[config.mk]
export PLATFORM = sky130hd
export DESIGN_NAME = delayed_linear_ramp_top_flat
export DESIGN_NICKNAME = d
export VERILOG_FILES = /design/src/rtl/dlr_pkg.sv /design/src/rtl/dlr_if.sv /design/src/rtl/dlr_useq.sv /design/src/rtl/delayed_linear_ramp_top.sv /design/src/flat_wrapper.sv
export SDC_FILE = /design/constraint.sdc
export NUM_CORES = 2
export LEC_CHECK = 0
export BUFFER_PORTS_ARGS = -buffer_cell sky130_fd_sc_hd__buf_2
export CAP_MARGIN = 25
export CORE_MARGIN = 2
export CORE_UTILIZATION = 60
export DETAILED_ROUTE_END_ITERATION = 8
export PLACE_DENSITY = 0.73
export SETUP_SLACK_MARGIN = 0.2
export SYNTH_ARGS = -nofsm -noshare
export SYNTH_HDL_FRONTEND = slang
export SYNTH_SLANG_ARGS = --single-unit
[constraint.sdc]
create_clock -name clk -period 14.5 [get_ports clk]
set_input_delay 2.9 -clock clk [delete_from_list [all_inputs] [get_ports clk]]
set_output_delay 2.9 -clock clk [all_outputs]
set_load 0.05 [all_outputs]
[src/rtl/dlr_pkg.sv]
`timescale 1ns / 1ps
// ----------------------------------------------------------------------------
// Delayed linear ramp package
// Widths, register indexes, micro-op codes and the microcode program that
// the ramp sequencer steps through.
// ----------------------------------------------------------------------------
package dlr_pkg;

    // Field and datapath widths.
    localparam int LEVEL_W    = 16;
    localparam int TICK_W     = 16;
    localparam int TIME_W     = 24;
    localparam int ELAPSED_W  = TIME_W + 1;
    localparam int QUOT_W     = LEVEL_W;
    localparam int PROD_W     = TIME_W + QUOT_W;
    localparam int CFG_IDX_W  = 4;
    localparam int CFG_DATA_W = 24;
    localparam int PC_W       = 4;
    localparam int LOOP_W     = $clog2(QUOT_W);

    // Loop count for the restoring divider: one quotient bit per pass.
    localparam logic [LOOP_W-1:0] DIV_LAST = LOOP_W'(QUOT_W - 1);

    // Configuration register indexes.
    typedef enum logic [CFG_IDX_W-1:0] {
        REG_START_LEVEL = 4'd0,
        REG_END_LEVEL   = 4'd1,
        REG_RAMP_TICKS  = 4'd2,
        REG_START_DELAY = 4'd3
    } cfg_reg_t;

    typedef logic [PC_W-1:0] pc_t;

    // Microcode step addresses.
    localparam pc_t PC_WAIT      = 4'd0;
    localparam pc_t PC_DISPATCH  = 4'd1;
    localparam pc_t PC_DELAY_CHK = 4'd2;
    localparam pc_t PC_DELAY_SUB = 4'd3;
    localparam pc_t PC_ADD       = 4'd4;
    localparam pc_t PC_DONE_CHK  = 4'd5;
    localparam pc_t PC_MUL       = 4'd6;
    localparam pc_t PC_DIV_INIT  = 4'd7;
    localparam pc_t PC_DIV_STEP  = 4'd8;
    localparam pc_t PC_INTERP    = 4'd9;
    localparam pc_t PC_FINISH    = 4'd10;
    localparam pc_t PC_EMIT      = 4'd11;

    // Datapath operations.
    typedef enum logic [3:0] {
        OP_NOP       = 4'd0,
        OP_ACCEPT    = 4'd1,
        OP_DELAY_SUB = 4'd2,
        OP_ADD       = 4'd3,
        OP_MUL       = 4'd4,
        OP_DIV_INIT  = 4'd5,
        OP_DIV_STEP  = 4'd6,
        OP_INTERP    = 4'd7,
        OP_FINISH    = 4'd8,
        OP_EMIT      = 4'd9
    } op_t;

    // Jump conditions.
    typedef enum logic [2:0] {
        C_NEVER     = 3'd0,
        C_ALWAYS    = 3'd1,
        C_IN_FIRE   = 3'd2,
        C_INACTIVE  = 3'd3,
        C_NO_DELAY  = 3'd4,
        C_DONE      = 3'd5,
        C_LOOP_MORE = 3'd6,
        C_OUT_FREE  = 3'd7
    } cond_t;

    // One control word. A taken condition jumps to target; otherwise the
    // step either holds in place or falls through to the next address.
    typedef struct packed {
        op_t   op;
        cond_t cond;
        logic  hold;
        logic  loop_load;
        pc_t   target;
    } ctrl_t;

    // Status flags from the datapath that the conditions test.
    typedef struct packed {
        logic in_fire;
        logic active;
        logic delay_pending;
        logic done;
        logic out_free;
    } seq_status_t;

    function automatic ctrl_t cw(input op_t op, input cond_t cond, input logic hold,
                                 input logic loop_load, input pc_t target);
        ctrl_t w;
        w.op        = op;
        w.cond      = cond;
        w.hold      = hold;
        w.loop_load = loop_load;
        w.target    = target;
        return w;
    endfunction

    // The ramp program.
    function automatic ctrl_t ucode_rom(input pc_t pc);
        ctrl_t w;
        unique case (pc)
            PC_WAIT:      w = cw(OP_ACCEPT,    C_IN_FIRE,   1'b1, 1'b0, PC_DISPATCH);
            PC_DISPATCH:  w = cw(OP_NOP,       C_INACTIVE,  1'b0, 1'b0, PC_EMIT);
            PC_DELAY_CHK: w = cw(OP_NOP,       C_NO_DELAY,  1'b0, 1'b0, PC_ADD);
            PC_DELAY_SUB: w = cw(OP_DELAY_SUB, C_ALWAYS,    1'b0, 1'b0, PC_EMIT);
            PC_ADD:       w = cw(OP_ADD,       C_NEVER,     1'b0, 1'b0, PC_WAIT);
            PC_DONE_CHK:  w = cw(OP_NOP,       C_DONE,      1'b0, 1'b0, PC_FINISH);
            PC_MUL:       w = cw(OP_MUL,       C_NEVER,     1'b0, 1'b0, PC_WAIT);
            PC_DIV_INIT:  w = cw(OP_DIV_INIT,  C_NEVER,     1'b0, 1'b1, PC_WAIT);
            PC_DIV_STEP:  w = cw(OP_DIV_STEP,  C_LOOP_MORE, 1'b0, 1'b0, PC_DIV_STEP);
            PC_INTERP:    w = cw(OP_INTERP,    C_ALWAYS,    1'b0, 1'b0, PC_EMIT);
            PC_FINISH:    w = cw(OP_FINISH,    C_NEVER,     1'b0, 1'b0, PC_WAIT);
            PC_EMIT:      w = cw(OP_EMIT,      C_OUT_FREE,  1'b1, 1'b0, PC_WAIT);
            default:      w = cw(OP_NOP,       C_ALWAYS,    1'b0, 1'b0, PC_WAIT);
        endcase
        return w;
    endfunction

endpackage

[src/rtl/dlr_if.sv]
`timescale 1ns / 1ps
// ----------------------------------------------------------------------------
// Delayed linear ramp channels
// Valid/ready interfaces for the tick input, the level output and the
// configuration write port.
// ----------------------------------------------------------------------------
interface dlr_tick_if;
    import dlr_pkg::*;

    logic              valid;
    logic              ready;
    logic [TICK_W-1:0] tick_step;

    modport source (output valid, output tick_step, input ready);
    modport sink   (input valid, input tick_step, output ready);
endinterface

interface dlr_level_if;
    import dlr_pkg::*;

    logic                      valid;
    logic                      ready;
    logic signed [LEVEL_W-1:0] level_out;
    logic                      running;

    modport source (output valid, output level_out, output running, input ready);
    modport sink   (input valid, input level_out, input running, output ready);
endinterface

interface dlr_cfg_if;
    import dlr_pkg::*;

    logic                  valid;
    logic                  ready;
    logic [CFG_IDX_W-1:0]  index;
    logic [CFG_DATA_W-1:0] data;

    modport source (output valid, output index, output data, input ready);
    modport sink   (input valid, input index, input data, output ready);
endinterface

[src/rtl/dlr_useq.sv]
`timescale 1ns / 1ps
// ----------------------------------------------------------------------------
// Delayed linear ramp microcode sequencer
// Step counter, loop counter and program table; issues one control word
// per cycle to the ramp datapath.
// ----------------------------------------------------------------------------
module dlr_useq (
    input  logic                 clk,
    input  logic                 rst_n,
    input  dlr_pkg::seq_status_t status,
    output dlr_pkg::ctrl_t       ctrl
);
    import dlr_pkg::*;

    pc_t               pc_reg;
    pc_t               pc_next;
    logic [LOOP_W-1:0] cnt_reg;
    logic [LOOP_W-1:0] cnt_next;
    logic              take;

    // Control word of the current step.
    assign ctrl = ucode_rom(pc_reg);

    // Condition select.
    always_comb
    begin
        unique case (ctrl.cond)
            C_NEVER:     take = 1'b0;
            C_ALWAYS:    take = 1'b1;
            C_IN_FIRE:   take = status.in_fire;
            C_INACTIVE:  take = !status.active;
            C_NO_DELAY:  take = !status.delay_pending;
            C_DONE:      take = status.done;
            C_LOOP_MORE: take = (cnt_reg != '0);
            C_OUT_FREE:  take = status.out_free;
            default:     take = 1'b0;
        endcase
    end

    // Next step address and loop count.
    always_comb
    begin
        if (take)
        begin
            pc_next = ctrl.target;
        end
        else if (ctrl.hold)
        begin
            pc_next = pc_reg;
        end
        else
        begin
            pc_next = pc_reg + pc_t'(1);
        end

        cnt_next = cnt_reg;
        if (ctrl.loop_load)
        begin
            cnt_next = DIV_LAST;
        end
        else if (ctrl.cond == C_LOOP_MORE && take)
        begin
            cnt_next = cnt_reg - LOOP_W'(1);
        end
    end

    always_ff @(posedge clk or negedge rst_n)
    begin
        if (!rst_n)
        begin
            pc_reg  <= PC_WAIT;
            cnt_reg <= '0;
        end
        else
        begin
            pc_reg  <= pc_next;
            cnt_reg <= cnt_next;
        end
    end

    // A blocked result keeps the sequencer parked on the emit step.
    a_emit_hold: assert property (@(posedge clk) disable iff (!rst_n)
        (pc_reg == PC_EMIT && !status.out_free) |=> (pc_reg == PC_EMIT))
        else $error("sequencer left emit step while output was blocked");

    // The divide loop exits to the interpolation step once the count runs out.
    a_loop_exit: assert property (@(posedge clk) disable iff (!rst_n)
        (pc_reg == PC_DIV_STEP && cnt_reg == '0) |=> (pc_reg == PC_INTERP))
        else $error("divide loop did not exit on a zero count");

    // Loading the loop count leads straight into the divide loop.
    a_loop_load: assert property (@(posedge clk) disable iff (!rst_n)
        ctrl.loop_load |=> (pc_reg == PC_DIV_STEP && cnt_reg == DIV_LAST))
        else $error("divide loop entered with a wrong count");

endmodule

[src/rtl/delayed_linear_ramp_top.sv]
`timescale 1ns / 1ps
// Per tick word: wait, dispatch, then emit if the ramp has finished; else delay
// check, then subtract during the start delay, or add, done check and finish or
// multiply, divide init, 16 divide passes and interpolate; emit holds if blocked.
// One word is in work at a time; the next is taken once the result is loaded
// into the output register, while that result still waits to be taken.
// Reset: ramp armed with start 0, end 0, duration 1, delay 0; no output valid.
// ----------------------------------------------------------------------------
// Delayed linear ramp top level
// Timed linear ramp in signed Q8.8 with a start delay, driven by a
// microcoded sequencer over a multiply and shift-subtract datapath.
// ----------------------------------------------------------------------------
module delayed_linear_ramp_top (
    input logic         clk,
    input logic         rst_n,
    dlr_tick_if.sink    tick,
    dlr_level_if.source level,
    dlr_cfg_if.sink     cfg
);
    import dlr_pkg::*;

    // Configuration registers.
    logic signed [LEVEL_W-1:0] start_level_reg;
    logic signed [LEVEL_W-1:0] end_level_reg;
    logic [TIME_W-1:0]         ramp_ticks_reg;
    logic [TIME_W-1:0]         start_delay_reg;
    logic signed [LEVEL_W-1:0] start_level_next;
    logic signed [LEVEL_W-1:0] end_level_next;
    logic [TIME_W-1:0]         ramp_ticks_next;
    logic [TIME_W-1:0]         start_delay_next;

    // Ramp state.
    logic [TIME_W-1:0]         delay_left_reg;
    logic [ELAPSED_W-1:0]      elapsed_reg;
    logic                      active_reg;
    logic signed [LEVEL_W-1:0] level_reg;
    logic [TIME_W-1:0]         delay_left_next;
    logic [ELAPSED_W-1:0]      elapsed_next;
    logic                      active_next;
    logic signed [LEVEL_W-1:0] level_next;

    // Work registers.
    logic [TICK_W-1:0]         step_reg;
    logic [PROD_W-1:0]         prod_reg;
    logic [TIME_W-1:0]         rem_reg;
    logic [QUOT_W-1:0]         quot_reg;

    // Output register.
    logic                      out_valid_reg;
    logic signed [LEVEL_W-1:0] out_level_reg;
    logic                      out_running_reg;

    ctrl_t                     ctrl;
    seq_status_t               status;
    logic                      in_fire;
    logic                      cfg_fire;
    logic                      cfg_rearm;
    logic                      out_free;
    logic                      emit_load;

    logic signed [LEVEL_W:0]   diff;
    logic signed [LEVEL_W:0]   diff_abs;
    logic                      diff_neg;
    logic [LEVEL_W-1:0]        mag;
    logic [TIME_W-1:0]         elapsed_lo;
    logic [PROD_W-1:0]         prod_full;
    logic [TIME_W:0]           div_part;
    logic [TIME_W:0]           div_diff;
    logic                      div_ge;
    logic signed [LEVEL_W:0]   quot_ext;
    logic signed [LEVEL_W:0]   interp_sum;

    dlr_useq u_useq (
        .clk    (clk),
        .rst_n  (rst_n),
        .status (status),
        .ctrl   (ctrl)
    );

    // Handshakes: words and configuration are taken only on the wait step.
    assign tick.ready = (ctrl.op == OP_ACCEPT);
    assign cfg.ready  = (ctrl.op == OP_ACCEPT);
    assign in_fire    = tick.valid && tick.ready;
    assign cfg_fire   = cfg.valid && cfg.ready;
    assign out_free   = !out_valid_reg || level.ready;
    assign emit_load  = (ctrl.op == OP_EMIT) && out_free;

    assign level.valid     = out_valid_reg;
    assign level.level_out = out_level_reg;
    assign level.running   = out_running_reg;

    // Status flags for the sequencer.
    always_comb
    begin
        status.in_fire       = in_fire;
        status.active        = active_reg;
        status.delay_pending = (delay_left_reg != '0);
        status.done          = ({1'b0, ramp_ticks_reg} <= elapsed_reg);
        status.out_free      = out_free;
    end

    // Span of the ramp as sign and magnitude.
    always_comb
    begin
        diff       = {end_level_reg[LEVEL_W-1], end_level_reg}
                   - {start_level_reg[LEVEL_W-1], start_level_reg};
        diff_neg   = diff[LEVEL_W];
        diff_abs   = diff_neg ? -diff : diff;
        mag        = diff_abs[LEVEL_W-1:0];
        elapsed_lo = elapsed_reg[TIME_W-1:0];
        prod_full  = elapsed_lo * mag;
    end

    // One restoring divide pass: shift in the next dividend bit, subtract.
    always_comb
    begin
        div_part = {rem_reg, quot_reg[QUOT_W-1]};
        div_diff = div_part - {1'b0, ramp_ticks_reg};
        div_ge   = (div_part >= {1'b0, ramp_ticks_reg});
    end

    // Truncated quotient applied toward the end level.
    always_comb
    begin
        quot_ext   = $signed({1'b0, quot_reg});
        interp_sum = {start_level_reg[LEVEL_W-1], start_level_reg}
                   + (diff_neg ? -quot_ext : quot_ext);
    end

    // Configuration writes; a known index re-arms the ramp.
    always_comb
    begin
        start_level_next = start_level_reg;
        end_level_next   = end_level_reg;
        ramp_ticks_next  = ramp_ticks_reg;
        start_delay_next = start_delay_reg;
        cfg_rearm        = 1'b0;
        if (cfg_fire)
        begin
            if (cfg.index == REG_START_LEVEL)
            begin
                start_level_next = $signed(cfg.data[LEVEL_W-1:0]);
                cfg_rearm        = 1'b1;
            end
            if (cfg.index == REG_END_LEVEL)
            begin
                end_level_next = $signed(cfg.data[LEVEL_W-1:0]);
                cfg_rearm      = 1'b1;
            end
            if (cfg.index == REG_RAMP_TICKS)
            begin
                ramp_ticks_next = cfg.data[TIME_W-1:0];
                cfg_rearm       = 1'b1;
            end
            if (cfg.index == REG_START_DELAY)
            begin
                start_delay_next = cfg.data[TIME_W-1:0];
                cfg_rearm        = 1'b1;
            end
        end
    end

    // Ramp state update per micro-op.
    always_comb
    begin
        delay_left_next = delay_left_reg;
        elapsed_next    = elapsed_reg;
        active_next     = active_reg;
        level_next      = level_reg;
        unique case (ctrl.op)
            OP_DELAY_SUB:
            begin
                if (TIME_W'(step_reg) >= delay_left_reg)
                begin
                    delay_left_next = '0;
                end
                else
                begin
                    delay_left_next = delay_left_reg - TIME_W'(step_reg);
                end
            end
            OP_ADD:
            begin
                elapsed_next = elapsed_reg + ELAPSED_W'(step_reg);
            end
            OP_INTERP:
            begin
                level_next = interp_sum[LEVEL_W-1:0];
            end
            OP_FINISH:
            begin
                level_next  = end_level_reg;
                active_next = 1'b0;
            end
            default:
            begin
            end
        endcase

        if (cfg_rearm)
        begin
            delay_left_next = start_delay_next;
            elapsed_next    = '0;
            active_next     = 1'b1;
            level_next      = start_level_next;
        end
    end

    // Configuration and ramp state registers.
    always_ff @(posedge clk or negedge rst_n)
    begin
        if (!rst_n)
        begin
            start_level_reg <= '0;
            end_level_reg   <= '0;
            ramp_ticks_reg  <= TIME_W'(1);
            start_delay_reg <= '0;
            delay_left_reg  <= '0;
            elapsed_reg     <= '0;
            active_reg      <= 1'b1;
            level_reg       <= '0;
        end
        else
        begin
            start_level_reg <= start_level_next;
            end_level_reg   <= end_level_next;
            ramp_ticks_reg  <= ramp_ticks_next;
            start_delay_reg <= start_delay_next;
            delay_left_reg  <= delay_left_next;
            elapsed_reg     <= elapsed_next;
            active_reg      <= active_next;
            level_reg       <= level_next;
        end
    end

    // Work registers: latched tick, product, remainder and quotient.
    always_ff @(posedge clk)
    begin
        if (in_fire)
        begin
            step_reg <= tick.tick_step;
        end
        if (ctrl.op == OP_MUL)
        begin
            prod_reg <= prod_full;
        end
        if (ctrl.op == OP_DIV_INIT)
        begin
            rem_reg  <= prod_reg[PROD_W-1 -: TIME_W];
            quot_reg <= prod_reg[QUOT_W-1:0];
        end
        else if (ctrl.op == OP_DIV_STEP)
        begin
            rem_reg  <= div_ge ? div_diff[TIME_W-1:0] : div_part[TIME_W-1:0];
            quot_reg <= {quot_reg[QUOT_W-2:0], div_ge};
        end
        if (emit_load)
        begin
            out_level_reg   <= level_next;
            out_running_reg <= active_next;
        end
    end

    // Output valid flag.
    always_ff @(posedge clk or negedge rst_n)
    begin
        if (!rst_n)
        begin
            out_valid_reg <= 1'b0;
        end
        else if (emit_load)
        begin
            out_valid_reg <= 1'b1;
        end
        else if (level.ready)
        begin
            out_valid_reg <= 1'b0;
        end
    end

    // A write to a known register leaves the ramp armed from zero.
    a_rearm: assert property (@(posedge clk) disable iff (!rst_n)
        (cfg_fire && (cfg.index == REG_START_LEVEL || cfg.index == REG_END_LEVEL
            || cfg.index == REG_RAMP_TICKS || cfg.index == REG_START_DELAY))
        |=> (active_reg && elapsed_reg == '0))
        else $error("configuration write did not re-arm the ramp");

    // The quotient never exceeds the span, so the level stays between the ends.
    a_quot_range: assert property (@(posedge clk) disable iff (!rst_n)
        (ctrl.op == OP_INTERP) |-> (quot_reg <= mag))
        else $error("interpolation quotient beyond ramp span");

    // Elapsed time only builds up after the start delay has run out.
    a_delay_elapsed: assert property (@(posedge clk) disable iff (!rst_n)
        (delay_left_reg != '0) |-> (elapsed_reg == '0))
        else $error("elapsed time advanced during the start delay");

endmodule
[src/flat_wrapper.sv]
// flat-port wrapper written by rule: the top's interface ports become plain ports
module delayed_linear_ramp_top_flat import dlr_pkg::*;
  (clk, rst_n, tick_valid, tick_tick_step, tick_ready, level_valid, level_level_out, level_running, level_ready, cfg_valid, cfg_index, cfg_data, cfg_ready);
  dlr_tick_if tick_i ();
  dlr_level_if level_i ();
  dlr_cfg_if cfg_i ();
  input logic clk;
  input logic rst_n;
  input wire logic [$bits(tick_i.valid)-1:0] tick_valid;
  input wire logic [$bits(tick_i.tick_step)-1:0] tick_tick_step;
  output wire logic [$bits(tick_i.ready)-1:0] tick_ready;
  output wire logic [$bits(level_i.valid)-1:0] level_valid;
  output wire logic [$bits(level_i.level_out)-1:0] level_level_out;
  output wire logic [$bits(level_i.running)-1:0] level_running;
  input wire logic [$bits(level_i.ready)-1:0] level_ready;
  input wire logic [$bits(cfg_i.valid)-1:0] cfg_valid;
  input wire logic [$bits(cfg_i.index)-1:0] cfg_index;
  input wire logic [$bits(cfg_i.data)-1:0] cfg_data;
  output wire logic [$bits(cfg_i.ready)-1:0] cfg_ready;
  assign tick_i.valid = tick_valid;
  assign tick_i.tick_step = tick_tick_step;
  assign tick_ready = tick_i.ready;
  assign level_valid = level_i.valid;
  assign level_level_out = level_i.level_out;
  assign level_running = level_i.running;
  assign level_i.ready = level_ready;
  assign cfg_i.valid = cfg_valid;
  assign cfg_i.index = cfg_index;
  assign cfg_i.data = cfg_data;
  assign cfg_ready = cfg_i.ready;
  delayed_linear_ramp_top u_core (.clk(clk), .rst_n(rst_n), .tick(tick_i), .level(level_i), .cfg(cfg_i));
endmodule
* After elaboration in Yosys (flattened, before gate mapping)
Memory sizes are Yosys's and may differ from the RTL's.
Index checks and enable logic that the tools add are counted.
** Operators by class
- Reduce and logical (&&, ||, !) cells :: 19
- Multiply operators :: 1
- $add $sub $neg :: 9
- $lt $le $gt $ge :: 3
- Mux-type cells :: 32
- Eq/ne operators :: 20
** Operators by type and width (count)
- 24-bit two-way mux :: 8
- 16-bit two-way mux :: 7
- 25-bit two-way mux :: 2
- 24-bit by 16-bit multiplier with 40-bit output :: 1
- 16-bit negator :: 2
- 16-bit case mux with 2 select lines :: 1
- 25-bit by 16-bit adder with 25-bit output :: 1
- 25-bit by 24-bit >= comparator with 1-bit output :: 1
- 24-bit by 25-bit <= comparator with 1-bit output :: 1
- 16-bit by 24-bit >= comparator with 1-bit output :: 1
- 24-bit nonzero test :: 1
- 24-bit by 16-bit subtractor with 24-bit output :: 1
- 24-bit subtractor :: 1
- 16-bit by 16-bit subtractor with 17-bit output :: 1
- 16-bit adder :: 1
- 4-bit by 2-bit equality test with 1-bit output (second input constant) :: 4
- 4-bit by 3-bit equality test with 1-bit output (second input constant) :: 4
- 4-bit two-way mux :: 4
- 3-bit equality test (second input constant) :: 4
- 2-bit nonzero test :: 5
- 1-bit two-way mux :: 9
- 4-bit by 1-bit equality test with 1-bit output (second input constant) :: 2
- 4-bit equality test (second input constant) :: 2
- 1-bit case mux with 8 select lines :: 1
- 12 further kinds :: 19
** Storage, ports and cells
- Memories :: 1
- Memory bits (read-only) :: 208
- Input port bits :: 49
- Register bits :: 268
- Word-level logic and storage cells :: 102
- Output and inout bits :: 20
** Memory list
- (no name shown) :: depth 16, width 13, read ports 1, clocked after memory_dff 0, wr ports 0, line dlr_pkg.sv:107 : unique case (pc)

* Depth between registers and ports, before layout
- Depth after elaboration :: 7
- Depth in mapped cells :: 34
- Gate-level depth less buffers :: 33

* Hierarchy
Synthesis repeated with hierarchy kept, for this count alone.
** Unflattened totals
- Cells, all modules :: 3104
- Area, all modules :: 28534.9 µm²
** By module, submodules not included
- delayed_linear_ramp_top :: times used 1, area each 27727.8 µm², cells each 3007, sequential area each 7074.3 µm²
- dlr_useq :: times used 1, area each 807.0 µm², cells each 97, sequential area each 200.2 µm²

* Worst setup path after synthesis
No wires, ideal clock.
- Kind :: reg2reg
- Start point :: register u_core.end_level_reg[0]
- End point :: register u_core.prod_reg[38], data pin
- Library setup time :: 264 ps
- Slack :: 5912 ps
- Cell stages (with the launch flop) :: 32
- Required time :: 14236 ps
- Arrival time :: 8324 ps
- Clock period less this slack :: 8588 ps
- Path buffers :: 1
- Cells stage by stage :: dfrtp_1 inv_1 ha_1 inv_1 fa_1 a211oi_2 o211ai_2 a31o_2 a221o_1 xor2_1 nor4_4 nor3_1 o21ai_0 fa_1 fa_1 inv_1 fa_1 fa_1 fa_1 inv_1 fa_1 inv_1 ha_1 clkbuf_1 a211oi_1 o21ai_1 a211oi_1 nor4bb_1 o31ai_1 o21ai_0 a221oi_1 xnor2_1
** Between the ends
- Longest elaborated chain between the ends :: 4
** Ends and longest elaborated chain
- from (decl) :: line delayed_linear_ramp_top.sv:24 : logic signed [LEVEL_W-1:0] end_level_reg;
- from (signal assigned) :: line delayed_linear_ramp_top.sv:226 : end_level_reg <= end_level_next;
- 16-bit by 16-bit subtractor with 17-bit output * :: line delayed_linear_ramp_top.sv:106 : - {start_level_reg[LEVEL_W-1], start_level_reg};
- 16-bit negator :: line delayed_linear_ramp_top.sv:108 : diff_abs = diff_neg ? -diff : diff;
- 16-bit two-way mux * :: line delayed_linear_ramp_top.sv:108
- 24-bit by 16-bit multiplier with 40-bit output * :: line delayed_linear_ramp_top.sv:111 : prod_full = elapsed_lo * mag;
- net u_core.prod_full[38] :: line delayed_linear_ramp_top.sv:66 : logic [PROD_W-1:0] prod_full;
- to (signal assigned) :: line delayed_linear_ramp_top.sv:245 : prod_reg <= prod_full;
- to (decl) :: line delayed_linear_ramp_top.sv:44 : logic [PROD_W-1:0] prod_reg;
The timed path passes the listed nets; every way through them passes the cells marked *.
A chain may end at the register's enable or synchronous reset.

* Worst setup path after layout
Ends and elaborated chain as after synthesis.

==> impl_metrics.toml <==
[synthesis]
synth_nets = 3898
ys_types = 95
synthTopCellsByCount = "inv_1, nand2_1, fa_1, ha_1, o21ai_0"
netlist.area_leader.share_pct = 20.9
synth_async_sr_flop_share_pct = 57.8
synth.largest_area_cell = "fa_1"
synth_area_per_cell_um2 = 9.03
ys_ff_latch = 268
yosys-top-cells-area = "fa_1, dfrtp_1, edfxtp_1, ha_1, inv_1"
syn_inst = 3305
seq_area_frac_synth_pct = 24.4
yosysMostFrequentCell = "inv_1"
ys.flop_type = "dfrtp_1"
synthesis.area_um2 = 29800
ys_warn_count = 0
synth_edf_count = 113

[sta]
tightest_slew_ns = 1.11
hold_viol_final = 0
slew_headroom_pct = 24.4
setup_violations = 0
fin_crit_ns = 10.85
slew_viol_final = 0
finalWorstSetupSlack_ns = 3.65
hold_slack_ns = 0.498
fmax_mhz = 92.2
period_share_pct = 74.8
fin_tns_setup_ns = 0
grt_setup_unrepaired = "no"
skew_ns = 0.0279

[clock_network]
post_cts_resize_count = 0
htree_levels = 1
cts_setup_buffers = 0
cts_made_buffers = 31
tritoncts = "yes"
clock_latency_ns = 0.60
clk_pin_slew_ns = 0.06
root_buffer = "clkbuf_16"
cts_buffer_depth = 3
clkSinkCount = 268
postCtsHoldBufs = 0

[global_route]
grt_pass1_wl_um = 137000
grt.total_usage_pct = 35.0
antenna_found_initial = 1
grt_pass1_vias = 24385
grt-ovfl-total = 0
grt_max_degree = 89

[layout]
multi_input_area_um2 = 20200
drive_gt1_share_pct = 8.59
antenna_cells = 0
largest_reg_flops = 40
regArea_um2 = 7270
fill_cells = 4133
nets = 3887
area_delta_synth_final_pct = 6.75

[critical_path]
max_stage_delay_ns = 0.86
end_kind = "flip-flop"
cp_data_required_time_ns = 14.80
slowest_stage = "nor3_1"
worstSetupPathType = "flip-flop to flip-flop"
worstPathArrival_ns = 11.15
regToRegSetupSlack_ns = 3.65
startpoint_type = "flip-flop"
crit_fanout = 9
crit_top_cell = "fa_1"

[die]
die-height_um = 227
core_um2 = 49100
start_util_pct = 60.8
die_x_um = 227
ioPinCount = 69
dieArea_um2 = 51500
num_rows = 81

[drt]
ant_nets = 0
drc = 0
dr.pass1.iters = 6
drtIter0Drc = 2428
vias_per_cell = 6.21
routed_wl_um = 88800
vias = 24741
wl_per_cell_um = 22.3

[placed_design]
place_congestion = 0.967
port_buffers = 68
hpwl_um = 69900
pre_cts_slack_ns = 3.88

[outcome]
status = "finished, final reports clean"

[run]
drv_cap = 0

[min_path]
hold_class = "flip-flop to flip-flop"
-- metal layers --
layer / part of all wire, % / vias to the layer above / GRT usage [%]
li1: - / 11028 / -
met1: 42 / 12315 / 48.8
met2: 44 / 1186 / 53.6
met3: 8.7 / 212 / 5.65
met4: 5.3 / 0 / 17.0
met5: 0 / - / 0
-- kinds of logic (layout without fill, tap and decap cells) --
logic type | after synthesis | after routing | synth area share [%]
AO/OA/AOI/OAI | 638 | 638 | 13.9
XOR/XNOR | 128 | 128 | 3.76
adder cells (fa/ha/maj) | 544 | 544 | 30.6
buffers and inverters | 658 | 671 | 8.48
flip-flops | 268 | 268 | 24.4
multiplexers | 85 | 85 | 3.12
AND/OR/NAND/NOR | 984 | 984 | 15.7
-- placed cells by master, fill, tap and decap left out, drive strengths merged, types with 35 or more instances in the layout --
cell type  Yosys  routed
a21o          44      44
clkbuf       128      43
inv          508     511
fa           311     311
a31oi         45      45
mux2          64      64
nand2        426     426
xnor2         93      93
nor3          69      69
buf           22     106
o21ai        163     163
ha           233     233
dfrtp        153     153
nor2         146     146
and2          88      88
xor2          35      35
a21oi        155     155
nand3         75      75
edfxtp       113     113
-- path summary, 6_finish.rpt --
path / end / startpoint / cells after the start
max: u_core.prod_reg[38] / u_core.end_level_reg[0] / 30
min: u_core.start_delay_reg[21] / u_core.start_delay_reg[21] / 1
max reg2reg: u_core.prod_reg[38] / u_core.end_level_reg[0] / 30
min reg2reg: u_core.start_delay_reg[21] / u_core.start_delay_reg[21] / 1
max in group asynchronous: u_core.elapsed_reg[13] / rst_n / 2
min in group asynchronous: u_core.end_level_reg[4] / rst_n / 1
-- final cells by class --
class | instances | share of cell area (%)
Tap cell | 664 | 2.61
Multi-Input combinational cell | 2379 | 63.3
Clock buffer | 43 | 2.77
Clock inverter | 14 | 0.389
Inverter | 508 | 5.99
Timing Repair Buffer | 106 | 2.09
Sequential cell | 268 | 22.8
-- critical path: cells and delay by family, from the launching register on --
kind	cells	cell delay [ns]
flip-flops	1	0.39
AO/OA/AOI/OAI	11	3.85
adder cells (fa/ha/maj)	9	4.20
AND/OR/NAND/NOR	3	1.14
buffers and inverters	5	0.28
XOR/XNOR	2	0.69
-- through the flow --
| stage | area (µm²) | util (%) | cells |
|---|---|---|---|
| 4_1_cts | 31800 | 64.9 | 3981 |
| 3_5_place_dp | 30800 | 62.8 | 3924 |
| 6_report | 31800 | 64.9 | 3982 |
| 2_1_floorplan | 29800 | - | 3305 |
| 3_3_place_gp | 30800 | 62.7 | 3918 |
| 5_1_grt | 31800 | 64.9 | 3982 |
Power is not shown: default switching activity piles up to over one toggle a cycle in this logic, so the estimate is an artifact.
